`config.mk`:
```
export PLATFORM = sky130hd
export DESIGN_NAME = afbr_front
export DESIGN_NICKNAME = d
export VERILOG_FILES = /design/src/hw/rtl/afbr_pkg.sv /design/src/hw/rtl/afbr_front.sv
export SDC_FILE = /design/constraint.sdc
export NUM_CORES = 1
export LEC_CHECK = 0
export BUFFER_PORTS_ARGS = -buffer_cell sky130_fd_sc_hd__buf_2
export CAP_MARGIN = 0
export CORE_MARGIN = 2
export CORE_UTILIZATION = 41
export CTS_CLUSTER_SIZE = 14
export DETAILED_ROUTE_END_ITERATION = 7
export GPL_ROUTABILITY_DRIVEN = 0
export PLACE_DENSITY = 0.75
export SKIP_LAST_GASP = 1
export SYNTH_ARGS = -nofsm -noshare
export SYNTH_HDL_FRONTEND = slang
export SYNTH_SLANG_ARGS = --single-unit
```
`constraint.sdc`:
```
create_clock -name clk_i -period 3.3 [get_ports clk_i]
set_input_delay 0.33 -clock clk_i [delete_from_list [all_inputs] [get_ports clk_i]]
set_output_delay 0.33 -clock clk_i [all_outputs]
set_load 0.1 [all_outputs]
```
`src/hw/rtl/afbr_pkg.sv`:
```
package afbr_pkg;

  localparam int unsigned RingDepth = 4096;
  localparam int unsigned MaxKeep   = 2048;
  localparam int unsigned KeepCap   = (MaxKeep < RingDepth) ? MaxKeep : RingDepth;
  localparam int unsigned AddrW     = $clog2(RingDepth);
  localparam int unsigned QDepth    = 2;

  localparam logic [2:0] ModeBegin  = 3'd0;
  localparam logic [2:0] ModeData   = 3'd1;
  localparam logic [2:0] ModeRead   = 3'd2;
  localparam logic [2:0] ModeUpdate = 3'd3;
  localparam logic [2:0] ModeClear  = 3'd4;

  localparam logic [2:0] StOk       = 3'd0;
  localparam logic [2:0] StUnder    = 3'd1;
  localparam logic [2:0] StRange    = 3'd2;
  localparam logic [2:0] StOverflow = 3'd3;
  localparam logic [2:0] StNoFrame  = 3'd4;

  typedef struct packed {
    logic [2:0]  mode;
    logic [11:0] back_reference;
    logic [7:0]  data_in;
    logic [11:0] read_offset;
    logic [12:0] bytes_used;
  } cmd_t;

  typedef struct packed {
    logic [2:0]  status;
    logic [7:0]  data_out;
    logic [11:0] fill_level;
    logic [12:0] assembled_length;
  } res_t;

endpackage

```
`src/hw/rtl/afbr_front.sv`:
```
module afbr_front import afbr_pkg::*; (
  input  logic        clk_i,
  input  logic        rst_ni,
  input  logic        valid_i,
  output logic        ready_o,
  input  logic [2:0]  mode_i,
  input  logic [11:0] back_reference_i,
  input  logic [7:0]  data_in_i,
  input  logic [11:0] read_offset_i,
  input  logic [14:0] bits_used_i,
  output logic        cmd_valid_o,
  input  logic        cmd_ready_i,
  output cmd_t        cmd_o
);

  cmd_t            mem_q [QDepth];
  logic            wr_ptr_q, rd_ptr_q;
  logic [1:0]      cnt_q;
  logic [15:0]     bits_ext;
  cmd_t            cmd_in;
  logic            push, pop;

  // byte count of consumed bits, rounded up
  assign bits_ext = {1'b0, bits_used_i} + 16'd7;
  always_comb begin
    cmd_in.mode           = mode_i;
    cmd_in.back_reference = back_reference_i;
    cmd_in.data_in        = data_in_i;
    cmd_in.read_offset    = read_offset_i;
    cmd_in.bytes_used     = bits_ext[15:3];
  end

  assign ready_o     = (cnt_q != 2'd2);
  assign push        = valid_i && ready_o;
  assign cmd_valid_o = (cnt_q != 2'd0);
  assign pop         = cmd_valid_o && cmd_ready_i;
  assign cmd_o       = mem_q[rd_ptr_q];

  always_ff @(posedge clk_i) begin
    if (push) begin
      mem_q[wr_ptr_q] <= cmd_in;
    end
  end

  always_ff @(posedge clk_i or negedge rst_ni) begin
    if (!rst_ni) begin
      wr_ptr_q <= 1'b0;
      rd_ptr_q <= 1'b0;
      cnt_q    <= 2'd0;
    end else begin
      if (push) wr_ptr_q <= ~wr_ptr_q;
      if (pop)  rd_ptr_q <= ~rd_ptr_q;
      cnt_q <= cnt_q + {1'b0, push} - {1'b0, pop};
    end
  end

endmodule

```
==> impl_metrics.prom <==
# TYPE chip_impl_metric gauge
chip_impl_info{name="status",value="finished, final reports clean"} 1
chip_impl_info{name="synth_ff_type",value="sky130_fd_sc_hd__edfxtp_1"} 1
chip_impl_metric{name="htree_num_levels",unit=""} 3
chip_impl_metric{name="detail-route-antenna-nets",unit=""} 0
chip_impl_metric{name="maxSlewViolCount",unit=""} 0
chip_impl_metric{name="synth_cell_types",unit=""} 23
chip_impl_metric{name="seq_area_frac_synth",unit="%"} 76.39
chip_impl_metric{name="via_count_of_the_first_global_routing_pass",unit=""} 2076
chip_impl_metric{name="grt_first_pass_wirelength",unit="mm"} 9.970
chip_impl_metric{name="dp_cells",unit=""} 431
chip_impl_metric{name="num_io_pins",unit=""} 104
chip_impl_metric{name="floorplan.core_area",unit="µm²"} 9240
chip_impl_info{name="final_cell_mix",value="103 x sky130_fd_sc_hd__buf_2, 96 x sky130_fd_sc_hd__edfxtp_1, 48 x sky130_fd_sc_hd__mux2_2"} 1
chip_impl_metric{name="synth_edf_count",unit=""} 96
chip_impl_info{name="crit_chain",value="buf_12 > mux2_2 > buf_2"} 1
chip_impl_metric{name="postSynthCellCount",unit=""} 202
chip_impl_metric{name="floorplan.die.width",unit="µm"} 101.6
chip_impl_metric{name="numCtsBuffers",unit=""} 9
chip_impl_metric{name="detail_route.wl_per_cell",unit="µm"} 14.61
chip_impl_metric{name="place_hpwl",unit="mm"} 4.491
chip_impl_metric{name="synth_area_per_cell",unit="µm²"} 19.33
chip_impl_metric{name="path_clk_slew",unit="ns"} 0.09
chip_impl_info{name="worst_hold_path_type",value="in -> reg"} 1
chip_impl_metric{name="worst-endpoint-arrival",unit="ns"} 1.96
chip_impl_metric{name="setup_tns_final",unit="ns"} 0
chip_impl_metric{name="drive_above_1_share",unit="%"} 55.03
chip_impl_info{name="clock_tree.root_cell",value="sky130_fd_sc_hd__clkbuf_8"} 1
chip_impl_metric{name="floorplan.die_area",unit="µm²"} 10320
chip_impl_metric{name="antennaDiodeCount",unit=""} 0
chip_impl_info{name="rsz0062_at_grt",value="false"} 1
chip_impl_metric{name="post-route-period-util",unit="%"} 69.26
chip_impl_metric{name="timing.clock.skew",unit="ns"} 0.01213
chip_impl_metric{name="grt.total_usage",unit="%"} 12.77
chip_impl_metric{name="worst-endpoint-required",unit="ns"} 2.97
chip_impl_metric{name="post_route_drc_violation_count",unit=""} 0
chip_impl_metric{name="cap_violations",unit=""} 0
chip_impl_metric{name="crit_fanout",unit=""} 32
chip_impl_metric{name="post_layout_nonfiller_instances",unit=""} 447
chip_impl_info{name="layout.cells.most_common",value="sky130_fd_sc_hd__buf_2"} 1
chip_impl_metric{name="numnets_final",unit=""} 370
chip_impl_metric{name="max_freq",unit="MHz"} 437.5
chip_impl_info{name="timing.critical_path.from_type",value="flip-flop"} 1
chip_impl_metric{name="critical-path-max-stage-delay",unit="ns"} 0.64
chip_impl_metric{name="clock_insertion_delay_worst_skew",unit="ns"} 0.35
chip_impl_metric{name="multi_input_area",unit="µm²"} 880.8
chip_impl_metric{name="total_of_warnings_raised_by_yosys",unit=""} 0
chip_impl_metric{name="worst_slew_margin_rel",unit="%"} 45.43
chip_impl_metric{name="portBuffers",unit=""} 103
chip_impl_metric{name="final_min_period",unit="ns"} 2.285
chip_impl_info{name="cts_tree",value="yes"} 1
chip_impl_metric{name="core.rowCount",unit=""} 35
chip_impl_metric{name="asr_flop_ratio_synth",unit="%"} 4.000
chip_impl_metric{name="cts_hold_buffers",unit=""} 1
chip_impl_metric{name="mappedNetlistArea",unit="µm²"} 3905
chip_impl_metric{name="post_cts.resized_instances",unit=""} 0
chip_impl_metric{name="grt_max_degree",unit=""} 33
chip_impl_metric{name="setup_viol_count_final",unit=""} 0
chip_impl_metric{name="post_cts_buffers",unit=""} 0
chip_impl_metric{name="ff2ff_path_depth",unit=""} 3
chip_impl_metric{name="grt_overflow",unit=""} 0
chip_impl_metric{name="synthesized_flop_and_latch_total",unit=""} 100
chip_impl_metric{name="ctsLongestPathBuffers",unit=""} 2
chip_impl_info{name="critical_path_class",value="reg -> out"} 1
chip_impl_info{name="endpoint_kind",value="primary output"} 1
chip_impl_metric{name="hold_viol",unit=""} 0
chip_impl_metric{name="drt_pass1_iterations",unit=""} 4
chip_impl_metric{name="via_per_inst",unit=""} 4.651
chip_impl_metric{name="cts_num_sinks",unit=""} 100
chip_impl_metric{name="vias",unit=""} 2079
chip_impl_metric{name="number_of_nets_in_the_synthesized_netlist",unit=""} 258
chip_impl_metric{name="worst_slew_pin_slew",unit="ns"} 0.8173
chip_impl_metric{name="initial_antenna_violation_count",unit=""} 0
chip_impl_metric{name="timing.hold.worst_path_depth",unit=""} 1
chip_impl_metric{name="initial_core_util",unit="%"} 42.26
chip_impl_metric{name="totalWireLength",unit="mm"} 6.531
chip_impl_info{name="crit_slowest_cell",value="sky130_fd_sc_hd__dfrtp_2"} 1
chip_impl_metric{name="drt_iter0_drc",unit=""} 51
chip_impl_metric{name="fillers",unit=""} 796
chip_impl_metric{name="layout.area.seq",unit="µm²"} 2984
chip_impl_metric{name="layout-area-overhead-vs-synth",unit="%"} 22.30
chip_impl_metric{name="die_y",unit="µm"} 101.6
==> per-layer routing <==
layer	track usage (%)	wire, µm
met1	14.97	2738
met2	22.52	3420
met3	2.899	306
met4	5.301	66
met5	0	0
==> worst paths after layout <==
check / to / startpoint / slack (ns)
max: cmd_o[4] / rd_ptr_q / 1.01
min: mem_q[0][19] / read_offset_i[6] / 0.17
max reg2reg: mem_q[1][41] / cnt_q[1] / 1.43
min reg2reg: cnt_q[0] / cnt_q[0] / 0.52
max in group asynchronous: rd_ptr_q / rst_ni / 2.82
min in group asynchronous: rd_ptr_q / rst_ni / 0.35
==> cells in the mapped netlist, drive strengths merged, types with 3 or more instances <==
cell,count,share of area (%)
edfxtp,96,74
xnor2,7,1.6
xor2,9,2.0
nand2,5,0.48
mux2,48,14
inv,3,0.29
buf,6,0.99
nor3,5,0.64
dfrtp,4,2.6
nor2,5,0.48
==> kinds of logic after synthesis <==
family / Yosys count / synth area share (%)
flip-flops: 100 / 76.39
multiplexers: 48 / 13.84
AND/OR/NAND/NOR: 26 / 3.845
XOR/XNOR: 16 / 3.589
buffers and inverters: 9 / 1.282
adder cells (fa/ha/maj): 2 / 0.6407
AO/OA/AOI/OAI: 1 / 0.4166
==> area by class of cell <==
cell class                 instances  area share [%]
clock buffer                       9           2.594
multi-input combinational         93           18.44
timing repair buffer             107           12.00
sequential                       100           62.48
clock inverter                     6          0.8646
inverter                           3          0.2358
tap                              129           3.380
==> state kept, by name, indices dropped and copies added, names as in the netlist <==
register	count
cnt_q	2
mem_q	96
rd_ptr_q	1
wr_ptr_q	1
==> worst max-delay path, delay by kind of cell (launching register included) <==
family	cells	cell delay, ns
flip-flops	1	0.64
multiplexers	1	0.37
buffers and inverters	2	0.56
==> per-stage QoR <==
| stage | instance area [µm²] | hold slack, ns | setup slack, ns | utilization, % |
|---|---|---|---|---|
| floorplan | 3908 | 0.03441 | 0.1844 | - |
| global placement | 4601 | 0.1431 | 1.368 | 49.79 |
| detailed placement | 4601 | 0.1426 | 1.350 | 49.79 |
| CTS | 4776 | 0.1410 | 0.9675 | 51.69 |
| global route | 4776 | 0.1398 | 0.9138 | 51.69 |
| finish | 4776 | 0.1675 | 1.015 | 51.69 |
Power is not shown: default switching activity piles up to over one toggle a cycle in this logic, so the estimate is an artifact.
